**config.mk**
```make
export PLATFORM = sky130hd
export DESIGN_NAME = cbf_front
export DESIGN_NICKNAME = d
export VERILOG_FILES = /design/src/rtl/cbf_pkg.sv /design/src/rtl/cbf_front.sv
export SDC_FILE = /design/constraint.sdc
export NUM_CORES = 1
export LEC_CHECK = 0
export BUFFER_PORTS_ARGS = -buffer_cell sky130_fd_sc_hd__buf_2
export CORE_MARGIN = 4
export CORE_UTILIZATION = 54
export DETAILED_ROUTE_END_ITERATION = 6
export HOLD_SLACK_MARGIN = 0.06
export PLACE_DENSITY = 0.84
export REMOVE_ABC_BUFFERS = 1
export SYNTH_ARGS = -nofsm -noshare
export SYNTH_HDL_FRONTEND = slang
export SYNTH_SLANG_ARGS = --single-unit
```
**constraint.sdc**
```tcl
create_clock -name clk -period 18.7 [get_ports clk]
set_input_delay 0.935 -clock clk [delete_from_list [all_inputs] [get_ports clk]]
set_output_delay 0.935 -clock clk [all_outputs]
set_load 0.02 [all_outputs]
```
**src/rtl/cbf_pkg.sv**
```systemverilog
// Shared types, constants and lerp arithmetic for the cubic Bezier flattener.
package cbf_pkg;

	localparam int COORD_W = 24;           // coordinate, 8 fraction bits
	localparam int IN_W    = 16;           // whole-pixel input coordinate
	localparam int T_W     = 17;           // t, 16 fraction bits, up to 1.0
	localparam int PROD_W  = 43;           // (b - a) * t
	localparam int IDX_W   = 6;            // sample counter, enough for 63 segments
	localparam int OUT_IDX_W = 5;          // width of the point_index port

	typedef logic signed [COORD_W-1:0] coord_t;

	typedef struct packed {
		coord_t p0x;
		coord_t p0y;
		coord_t p1x;
		coord_t p1y;
		coord_t p2x;
		coord_t p2y;
		coord_t p3x;
		coord_t p3y;
	} curve_t;

	// Sideband that travels next to the datapath pipeline.
	typedef struct packed {
		logic             valid;
		logic [IDX_W-1:0] idx;
		logic             last;
	} ctl_t;

	// First half of a lerp: (b - a) * t.
	function automatic logic signed [PROD_W-1:0] lerp_mul(input coord_t a, input coord_t b,
		input logic [T_W-1:0] t);
		logic signed [COORD_W:0] d;
		begin
			d = {b[COORD_W-1], b} - {a[COORD_W-1], a};
			return $signed(d) * $signed({1'b0, t});
		end
	endfunction

	// Second half of a lerp: a + ((prod + 0.5) >>> 16). The result always lies
	// between a and b, so the low coordinate bits are exact.
	function automatic coord_t lerp_fin(input coord_t a, input logic signed [PROD_W-1:0] prod);
		logic signed [PROD_W-1:0] rnd;
		begin
			rnd = prod + PROD_W'(32768);
			return a + coord_t'(rnd[COORD_W+15:16]);
		end
	endfunction

endpackage

```
**src/rtl/cbf_front.sv**
```systemverilog
// Front end: takes curve commands, widens them to fixed point and queues them.
module cbf_front (
	input  logic                               clk,
	input  logic                               arst_n,
	input  logic                               start,
	output logic                               busy,
	input  logic signed [cbf_pkg::IN_W-1:0]    start_x,
	input  logic signed [cbf_pkg::IN_W-1:0]    start_y,
	input  logic signed [cbf_pkg::IN_W-1:0]    ctrl_a_x,
	input  logic signed [cbf_pkg::IN_W-1:0]    ctrl_a_y,
	input  logic signed [cbf_pkg::IN_W-1:0]    ctrl_b_x,
	input  logic signed [cbf_pkg::IN_W-1:0]    ctrl_b_y,
	input  logic signed [cbf_pkg::IN_W-1:0]    end_x,
	input  logic signed [cbf_pkg::IN_W-1:0]    end_y,
	output logic                               head_valid,
	output cbf_pkg::curve_t                    head,
	input  logic                               pop
);

	cbf_pkg::curve_t entry_q [2];
	logic            wptr_q;
	logic            rptr_q;
	logic [1:0]      count_q;
	logic            push;
	cbf_pkg::curve_t widened;

	// Whole pixels gain eight zero fraction bits.
	always_comb begin
		widened.p0x = {start_x,  8'h00};
		widened.p0y = {start_y,  8'h00};
		widened.p1x = {ctrl_a_x, 8'h00};
		widened.p1y = {ctrl_a_y, 8'h00};
		widened.p2x = {ctrl_b_x, 8'h00};
		widened.p2y = {ctrl_b_y, 8'h00};
		widened.p3x = {end_x,    8'h00};
		widened.p3y = {end_y,    8'h00};
	end

	assign busy       = count_q[1];
	assign push       = start && !busy;
	assign head_valid = (count_q != 2'd0);
	assign head       = entry_q[rptr_q];

	always_ff @(posedge clk) begin
		if (push) begin
			entry_q[wptr_q] <= widened;
		end
	end

	always_ff @(posedge clk or negedge arst_n) begin
		if (!arst_n) begin
			wptr_q  <= 1'b0;
			rptr_q  <= 1'b0;
			count_q <= 2'd0;
		end else begin
			if (push) begin
				wptr_q <= !wptr_q;
			end
			if (pop) begin
				rptr_q <= !rptr_q;
			end
			if (push && !pop) begin
				count_q <= count_q + 2'd1;
			end else if (pop && !push) begin
				count_q <= count_q - 2'd1;
			end
		end
	end

endmodule

```
==> results of run 1 <==
==> logic make-up (layout without fill, tap and decap cells) <==
family / after synthesis / after routing / synth area share, %
DFF: 260 / 260 / 78.2
muxes: 128 / 128 / 14.5
buffers and inverters: 80 / 314 / 6.42
xor gates and xnor gates: 5 / 5 / 0.440
and+or+nand+nor: 5 / 5 / 0.264
adders and majority gates: 1 / 1 / 0.126
other: 1 / 65 / 0.0377
==> stage by stage <==
stage | instances | hold WS, ns | utilization (%) | total power, mW | setup WS (ns)
finish | 1007 | 0.232 | 67.5 | 1.95 | 14.83
global route | 1006 | 0.218 | 67.4 | 2.03 | 14.67
CTS | 1006 | 0.211 | 67.4 | 1.97 | 14.78
detailed placement | 959 | 0.508 | 62.1 | 1.40 | 15.01
global placement | 959 | 0.494 | 62.1 | 1.38 | 15.11
floorplan | 465 | 0.460 | - | 1.23 | 11.73
==> worst paths after layout <==
check | start | endpoint | slack [ns] | depth (start not counted)
setup reg to reg | count_q[1]$_DFFE_PN0P_ | entry_q[0][28]$_DFFE_PP_ | 15.55 | 4
min in group clk | count_q[0]$_DFFE_PN0P_ | count_q[0]$_DFFE_PN0P_ | 0.52 | 1
hold reg to reg | count_q[0]$_DFFE_PN0P_ | count_q[0]$_DFFE_PN0P_ | 0.52 | 1
max in group asynchronous | arst_n | rptr_q$_DFFE_PN0P_ | 18.32 | 1
hold / removal | arst_n | wptr_q$_DFFE_PN0P_ | 0.23 | 1
setup / recovery | rptr_q$_DFFE_PN0P_ | head[191] | 14.83 | 3
==> final cells by class <==
type / instances / area share [%]
Clock buffer: 29 / 5.62
Antenna cell: 1 / 0.0206
Tap cell: 229 / 2.36
Clock inverter: 18 / 2.27
Sequential cell: 260 / 64.1
Inverter: 2 / 0.0617
Timing Repair Buffer: 265 / 11.0
Multi-Input combinational cell: 203 / 14.6
==> power by group <==
part	total, mW	leakage (nW)	switching (mW)	internal, mW
Combinational	0.567	1.81	0.347	0.220
Clock	0.567	0.460	0.207	0.360
Sequential	0.818	2.40	0.0500	0.768
==> critical path, delay by kind of cell, from the launching register on <==
family	cells	cell delay, ns
buffers and inverters	2	0.98
DFF	1	0.93
muxes	1	0.45
==> registers in the layout (all words and copies together), names as in the netlist <==
signal,flops
rptr_q,1
wptr_q,1
count_q,2
entry_q,256
==> cells in the mapped netlist, drive strengths merged <==
master	instances
buf	78
xnor2	2
nand2b	1
and2	1
edfxtp	256
nor2	2
inv	2
or2	1
ha	1
dfrtp	4
xor2	3
conb	1
mux2	128
==> routing by layer <==
metal	vias to the layer above	global-route usage [%]
met5	-	0
met4	0	6.34
met3	51	4.39
met2	263	31.5
met1	2497	19.7
li1	2285	-
==> summary.txt, run 1 <==
Total number of vias = 5096
Htree depth = 1
Syn_area_per_cell = 20.7 sq um
DRT iter0 DRCs = 239
Commonest non-fill, non-tap cell in the layout = buf_2
Detailed placement HPWL = 12900 um
Area growth from synthesis to layout = 22.1%
Core area = 18000 sq um
Total CTS buffers = 26
Crit-path cells = buf_4 > mux2_2 > buf_2
Share of layout cells above drive strength 1 = 56.5%
RSZ-0062 raised after global routing = no
Final #Nets = 891
Synth unique cells = 15
GR Overflow Total = 0
Largest area contributor in the netlist = edfxtp_1
Mapped cell area = 9950 sq um
DR DRC count = 0
Routed wire length = 19200 um
DR vias/cell = 5.06
Final setup vio count = 0
Hold WC Path Type = primary input to async pin
First-pass GRT wire length = 27700 um
Crit-path slowest cell = dfrtp_4
Initial Util = 55.2%
Crit share post-route = 20.7%
Die H = 144 um
Slew Limit Fails = 0
Vias in the first global route = 5345
Finished Cell Area = 12200 sq um
Met2 WL = 10100 um
Reg area = 7790 sq um
Crit path arrival time = 2.94 ns
Max-Cap Viols = 0
Leak = 4.67 nW
Outcome = finished clean
Routability cong. = 0.761
Synth top area share = 77.2%
Die Wd = 144 um
GRT Total Usage = 17.3%
Postcts setup bufs = 0
Clock sinks = 260
Worst-path fanout max = 71
Final hold violations = 0
Worst-margin pin slew = 0.993 ns
Layout Skew = 0.00852 ns
Worst EP required = 17.77 ns
FP Rows = 49
Number of I/O pins = 326
Rel. slew slack = 33.6%
Hold buffers post-CTS = 0
Maximum vdd ir drop = 0.103 mV
Setup crit start kind = flip-flop
Commonest cells after routing, fill and taps aside = 261 x buf_2, 256 x edfxtp_1, 128 x mux2_2, 64 x conb_1, 27 x clkbuf_16
Root Driver = clkbuf_16
PortBufs = 261
Multi-input gate area = 1770 sq um
Fill count = 1155
CTS tree = built
WL met3 = 1650 um
CTS Buffer Depth = 3
Largest net degree at the start of global routing = 72
WL/cell = 19.1 um
Crit path time final = 3.87 ns
Largest cells by area after synthesis = edfxtp_1 77%, mux2_2 14%, buf_4 4.8%, buf_6 1.5%, dfrtp_1 1.0%
Fmax = 258 MHz
Seq cells post-synth = 260
Wl on met1 = 6840 um
Yosys synthesis warning count = 0
Setup crit end kind = primary output
Mapped Cells = 480
Critical Setup Path Class = flip-flop to primary output
Resized cells post-CTS = 0
Setup TNS = 0 ns
Slowest stage delay, CP = 0.93 ns
Die area = 20700 sq um
Highest routed metal layer = met4
PwrDens = 160 nW/um^2
Clock Latency Late Sink = 0.51 ns
Post-DRT Antenna Nets = 0
CTS clk-pin slew, worst paths = 0.06 ns
Post-DP Area = 11200 sq um
Post-synthesis sequential area ratio = 78.2%
DR pass1 iterations = 4
Antenna violations before repair = 0
Power figures use the tool's default switching activity.
==> inputs of run 2 (changes only) <==
CORE_UTILIZATION = 51   (was 54)
PLACE_DENSITY = 0.8   (was 0.84)
clock period = 3.93 ns   (was 18.7 ns; I/O delays follow)
==> run 2 against run 1 <==
Sequential share of layout area shrank 6.0 points. Largest power group unchanged. Critical endpoint is now head[56]. Combinational power grew to 5.0 times the previous value. First-iteration DRC count shrank 6.7%. Worst hold slack gained 0.17 ns. Clock skew grew 0.0017 ns.
==> summary.txt, run 2 (same netlist as run 1, synthesis figures left out) <==
Outcome = finished clean
Top reg by flops = entry_q
Setup crit start kind = flip-flop
Layout Utilization = 70.8% (+3.3 points)
Area growth from synthesis to layout = 34.8%
Slew Limit Fails = 0 (unchanged)
Pre-CTS setup slack = 1.75 ns (-13.26 ns)
Number of I/O pins = 326 (unchanged)
Clock Latency Late Sink = 0.51 ns (about the same)
R2R depth = 4 (unchanged)
Maximum vdd ir drop = 0.668 mV (+550%)
Fmax = 365 MHz
Hold path endpoint = entry_q[0][80]$_DFFE_PP_
RSZ-0062 raised after global routing = no
Resized cells post-CTS = 0 (unchanged)
Worst EP required = 3.73 ns (-14.04 ns)
HP Start = ctrl_a_x[0]
Final setup vio count = 0 (unchanged)
Antenna violations before repair = 3 (+3)
Worst-margin pin slew = 0.869 ns (-0.124 ns)
Core area = 19000 sq um (+5.2%)
PwrDens = 676 nW/um^2 (+320%)
Crit path arrival time = 2.54 ns (-0.40 ns)
DR pass1 iterations = 4 (unchanged)
Largest net degree at the start of global routing = 74 (+2.8%)
Die area = 21800 sq um (+5.5%)
FP Rows = 50 (+2.0%)
Reg2Reg Launch Point = count_q[1]$_DFFE_PN0P_
Setup TNS = 0 ns (unchanged)
Crit share post-route = 69.7%
Root Driver = clkbuf_16
Initial Util = 52.5% (-2.7 points)
Max reg flops = 256 (unchanged)
Commonest cells after routing, fill and taps aside = 261 x buf_2, 256 x edfxtp_1, 132 x dlygate4sd3_1, 128 x mux2_2, 64 x conb_1
Highest routed metal layer = met4
CTS Buffer Depth = 3 (unchanged)
Post-DRT Antenna Nets = 0 (unchanged)
Total number of vias = 5570 (+9.3%)
Met2 WL = 11200 um (+11%)
Worst R2R End = entry_q[1][17]$_DFFE_PP_
Wl on met1 = 7610 um (+11%)
Share of layout cells above drive strength 1 = 47.4% (-9.1 points)
Die Wd = 148 um (+2.7%)
Worst-path fanout max = 73 (+2.8%)
Htree depth = 1 (unchanged)
WL met3 = 1590 um (-3.3%)
DR vias/cell = 4.74 (-6.3%)
Clock sinks = 260 (unchanged)
Commonest non-fill, non-tap cell in the layout = buf_2
Reg area = 7790 sq um (unchanged)
Hold WC Path Type = primary input to flip-flop
Setup crit end kind = primary output
First-pass GRT wire length = 31700 um (+14%)
Routability cong. = 0.768 (+0.91%)
Worst R2R Setup Slack = 1.82 ns (-13.73 ns)
Critical Setup Path Class = flip-flop to primary output
Detailed placement HPWL = 12800 um (-1.2%)
GR Overflow Total = 0 (unchanged)
DRT iter0 DRCs = 223 (-6.7%)
DR DRC count = 0 (unchanged)
Crit path time final = 2.74 ns
Fin worst setup slack = 1.19 ns (-13.64 ns)
Max-Cap Viols = 0 (unchanged)
Total CTS buffers = 27 (+3.8%)
PortBufs = 261 (unchanged)
Die H = 148 um (+2.7%)
WHS Path Cells = 2
Top Registers = entry_q: 256 flops, count_q: 2 flops
Layout Skew = 0.0103 ns (+0.00175 ns)
Leak = 5.18 nW (+11%)
WL/cell = 18.0 um (-5.7%)
Multi-input gate area = 1770 sq um (unchanged)
Final hold violations = 0 (unchanged)
Routed wire length = 21100 um (+10%)
GRT Total Usage = 18.3% (+0.99 points)
CTS clk-pin slew, worst paths = 0.06 ns (about the same)
Vias in the first global route = 6031 (+13%)
CTS tree = built
Fill count = 1138 (-1.5%)
Final #Nets = 1025 (+15%)
Rel. slew slack = 42.1% (+8.4 points)
==> run 2: cell count changes in the layout (fill, tap and decap cells not counted), sizes merged <==
| cell | previous run | this run |
|---|---|---|
| clkbuf | 29 | 30 |
| inv | 3 | 4 |
| clkinvlp | 3 | 0 |
| diode | 1 | 3 |
| bufinv | 7 | 2 |
| clkinv | 7 | 15 |
| buf | 265 | 266 |
| dlygate4sd3 | 0 | 132 |
==> run 2: timing repair <==
action	in CTS	in global routing
hold buffers	132	0
buffers inserted	0	0
hold endpoints to repair	262	0
==> run 2: layout make-up <==
type                    count  share of cell area, %
repair buffers            398                   20.0
clock buffers              30                   5.12
clock inverters            19                   1.03
multi-input cells         203                   13.2
flip-flops and latches    260                   58.1
diodes                      3                 0.0559
well taps                 260                   2.42
inverters                   2                 0.0559
==> run 2: worst max path at each step <==
stage	from	to	slack (ns)	cells after the start
floorplan	count_q[1]$_DFFE_PN0P_	entry_q[0][0]$_DFFE_PP_	-2.70	2
global placement	rptr_q$_DFFE_PN0P_	head[188]	1.78	3
detailed placement	rptr_q$_DFFE_PN0P_	head[41]	1.75	3
CTS	rptr_q$_DFFE_PN0P_	head[41]	1.19	3
global route	rptr_q$_DFFE_PN0P_	head[41]	1.08	3
finish	rptr_q$_DFFE_PN0P_	head[56]	1.19	3
==> run 2: worst max-delay path: stages (launching register included) <==
cell	delay [ns]
dfrtp_4	0.91
buf_12	0.38
mux2_2	0.41
buf_2	0.16
==> run 2: through the flow <==
stage                     hold slack (ns)  instances  area, sq um  power, mW
after floorplan                   -0.0991        465         9560       5.86
after global placement            0.00721        991        11300       6.60
after detailed placement           0.0144        991        11300       6.67
after CTS                           0.376       1172        13400       9.14
after global routing                0.389       1175        13400       9.47
final                               0.407       1175        13400       9.08
==> run 2: power breakdown <==
group	internal [mW]	switching (mW)	total (mW)
Sequential	3.65	0.236	3.89
Clock	1.38	0.967	2.35
Combinational	1.15	1.69	2.84
==> run 2: metal layers <==
| layer | vias to the layer above | track usage [%] |
|---|---|---|
| met3 | 51 | 4.02 |
| met4 | 0 | 7.04 |
| met1 | 2706 | 20.9 |
| met5 | - | 0 |
| met2 | 271 | 33.6 |
| li1 | 2542 | - |
==> inputs of run 3 (changes only) <==
CORE_UTILIZATION = 46   (was 51)
PLACE_DENSITY = 0.77   (was 0.8)
clock period = 2.4 ns   (was 3.93 ns; I/O delays follow)
==> run 3 against run 2 <==
Combinational power up 73%. Final cell count up 1.3%. Critical path depth unchanged. Register-to-register slack worse by 1.2 ns. First-iteration DRC count up 8.5%. Die area up 10%. Clock skew up 0.0039 ns. Sequential cell count unchanged. Total power up 64%. Utilization down 7.0 points.
==> summary.txt, run 3 (same netlist as run 1, synthesis figures left out) <==
Outcome = finished clean
Max-Cap Viols = 0 (unchanged)
WHS Path Cells = 2 (unchanged)
Worst hold slack = 0.328 ns (-0.0785 ns)
Root Driver = clkbuf_16
CTS Buffer Depth = 3 (unchanged)
Die H = 155 um (+5.0%)
Commonest non-fill, non-tap cell in the layout = buf_2
Share of layout cells above drive strength 1 = 47.9% (+0.55 points)
Total number of vias = 5558 (-0.22%)
Reg2Reg Launch Point = count_q[1]$_DFFE_PN0P_
Setup crit start kind = flip-flop
Largest net degree at the start of global routing = 73 (-1.4%)
Vias in the first global route = 6035 (+0.066%)
Die Wd = 155 um (+5.0%)
Core area = 21200 sq um (+12%)
Area growth from synthesis to layout = 35.6%
Htree depth = 1 (unchanged)
Final hold violations = 0 (unchanged)
Detailed placement HPWL = 12800 um (+0.45%)
GRT Total Usage = 16.6% (-1.7 points)
WL/cell = 17.5 um (-2.9%)
Crit share post-route = 87.0%
Crit-path slowest cell = dfrtp_4
Final setup vio count = 0 (unchanged)
Top Registers = entry_q: 256 flops, count_q: 2 flops
Met2 WL = 10900 um (-2.6%)
Leak = 5.20 nW (+0.51%)
R2R depth = 4 (unchanged)
Cell family with most CP delay = flip-flops
Clock sinks = 260 (unchanged)
Final #Nets = 1028 (+0.29%)
Post-DRT Antenna Nets = 0 (unchanged)
Top reg by flops = entry_q
DRT iter0 DRCs = 242 (+8.5%)
HP Start = ctrl_b_x[6]
RSZ-0062 raised after global routing = no
Crit-path cells = buf_12 > mux2_2 > buf_2
Slew Limit Fails = 0 (unchanged)
Reg area = 7790 sq um (unchanged)
Layout Skew = 0.0142 ns (+0.00395 ns)
PwrDens = 1100 nW/um^2 (+63%)
Wl on met1 = 7430 um (-2.3%)
Highest routed metal layer = met4
Hold path endpoint = entry_q[0][54]$_DFFE_PP_
Layout Utilization = 63.8% (-7.0 points)
Setup crit end kind = primary output
DR DRC count = 0 (unchanged)
Buf+Inv Stages, Crit Path = 2 (unchanged)
Maximum vdd ir drop = 0.768 mV (+15%)
Commonest cells after routing, fill and taps aside = 261 x buf_2, 256 x edfxtp_1, 132 x dlygate4sd3_1, 128 x mux2_2, 64 x conb_1
DR pass1 iterations = 4 (unchanged)
GR Overflow Total = 0 (unchanged)
Antenna violations before repair = 1 (-2)
Clock Latency Late Sink = 0.51 ns (about the same)
Worst R2R Setup Slack = 0.62 ns (-1.20 ns)
Crit path time final = 2.09 ns
Max reg flops = 256 (unchanged)
Fill count = 1429 (+26%)
Multi-input gate area = 1770 sq um (unchanged)
PortBufs = 261 (unchanged)
Number of I/O pins = 326 (unchanged)
Finished Cell Area = 13500 sq um (+0.55%)
Hold WC Path Type = primary input to flip-flop
Total CTS buffers = 26 (-3.7%)
Worst EP required = 2.28 ns (-1.45 ns)
CTS clk-pin slew, worst paths = 0.06 ns (about the same)
Resized cells post-CTS = 0 (unchanged)
Critical Setup Path Class = flip-flop to primary output
Slowest stage delay, CP = 0.57 ns (-0.34 ns)
Worst R2R End = entry_q[1][66]$_DFFE_PP_
Worst-path fanout max = 50 (-32%)
CTS tree = built
WL met3 = 1660 um (+4.5%)
First-pass GRT wire length = 31800 um (+0.20%)
Die area = 24100 sq um (+10%)
Routability cong. = 0.755 (-1.7%)
Initial Util = 47.1% (-5.5 points)
Fmax = 479 MHz
Post-DP Area = 11400 sq um (+0.99%)
DR vias/cell = 4.67 (-1.5%)
FP Rows = 53 (+6.0%)
Crit path arrival time = 1.97 ns (-0.57 ns)
Routed wire length = 20800 um (-1.6%)
## run 3: changes by cell type in the layout (fill, tap and decap cells not counted)
cell and change:
clkinv_4 +1, clkinv_1 -10, bufinv_16 -2, clkinv_2 +2, inv_6 -2, buf_4 -1, clkbuf_1 +6, clkbuf_8 +3
buf_12 +5, diode_2 -2
## run 3: where the power goes
group	total (mW)	leakage (nW)	internal (mW)	switching, mW
clock network	3.72	0.392	2.15	1.57
registers	6.21	2.40	5.97	0.240
logic	4.92	2.41	1.99	2.92
total	14.8	5.20	10.1	4.73
## run 3: worst max-delay path by stage
stage / cells past startpoint / end / start / slack, ns
after floorplan: 2 / entry_q[0][0]$_DFFE_PP_ / count_q[1]$_DFFE_PN0P_ / -4.23
after global placement: 4 / entry_q[1][38]$_DFFE_PP_ / count_q[1]$_DFFE_PN0P_ / 0.67
after detailed placement: 4 / entry_q[1][38]$_DFFE_PP_ / count_q[1]$_DFFE_PN0P_ / 0.65
after CTS: 3 / head[129] / rptr_q$_DFFE_PN0P_ / 0.28
after global routing: 3 / head[87] / rptr_q$_DFFE_PN0P_ / 0.22
final: 3 / head[87] / rptr_q$_DFFE_PN0P_ / 0.31
## run 3: layer usage
| layer | up-vias | track usage, % |
|---|---|---|
| met5 | - | 0 |
| met4 | 0 | 6.18 |
| met3 | 55 | 3.70 |
| met2 | 273 | 30.9 |
| met1 | 2677 | 18.5 |
| li1 | 2553 | - |
## run 3: metrics by stage
stage	std cells	setup TNS [ns]	total power, mW	setup slack, ns
3_5_place_dp	1010	0	11.1	0.650
3_3_place_gp	1010	0	11.0	0.671
6_report	1190	0	14.8	0.311
2_1_floorplan	465	-928.53	9.33	-4.23
4_1_cts	1189	0	15.0	0.276
5_1_grt	1190	0	15.5	0.224
## run 3: final cells by class
type	instances	share of cell area [%]
clock inverters	8	0.306
multi-input cells	203	13.1
flip-flops and latches	260	57.7
diodes	1	0.0185
repair buffers	402	20.6
well taps	275	2.55
clock buffers	39	5.56
inverters	2	0.0556
## run 3: what timing repair did
action	in CTS	in global routing
endpoints found under the hold margin	263	0
buffers inserted	0	0
hold buffers	132	0
setup endpoints to repair	0	0
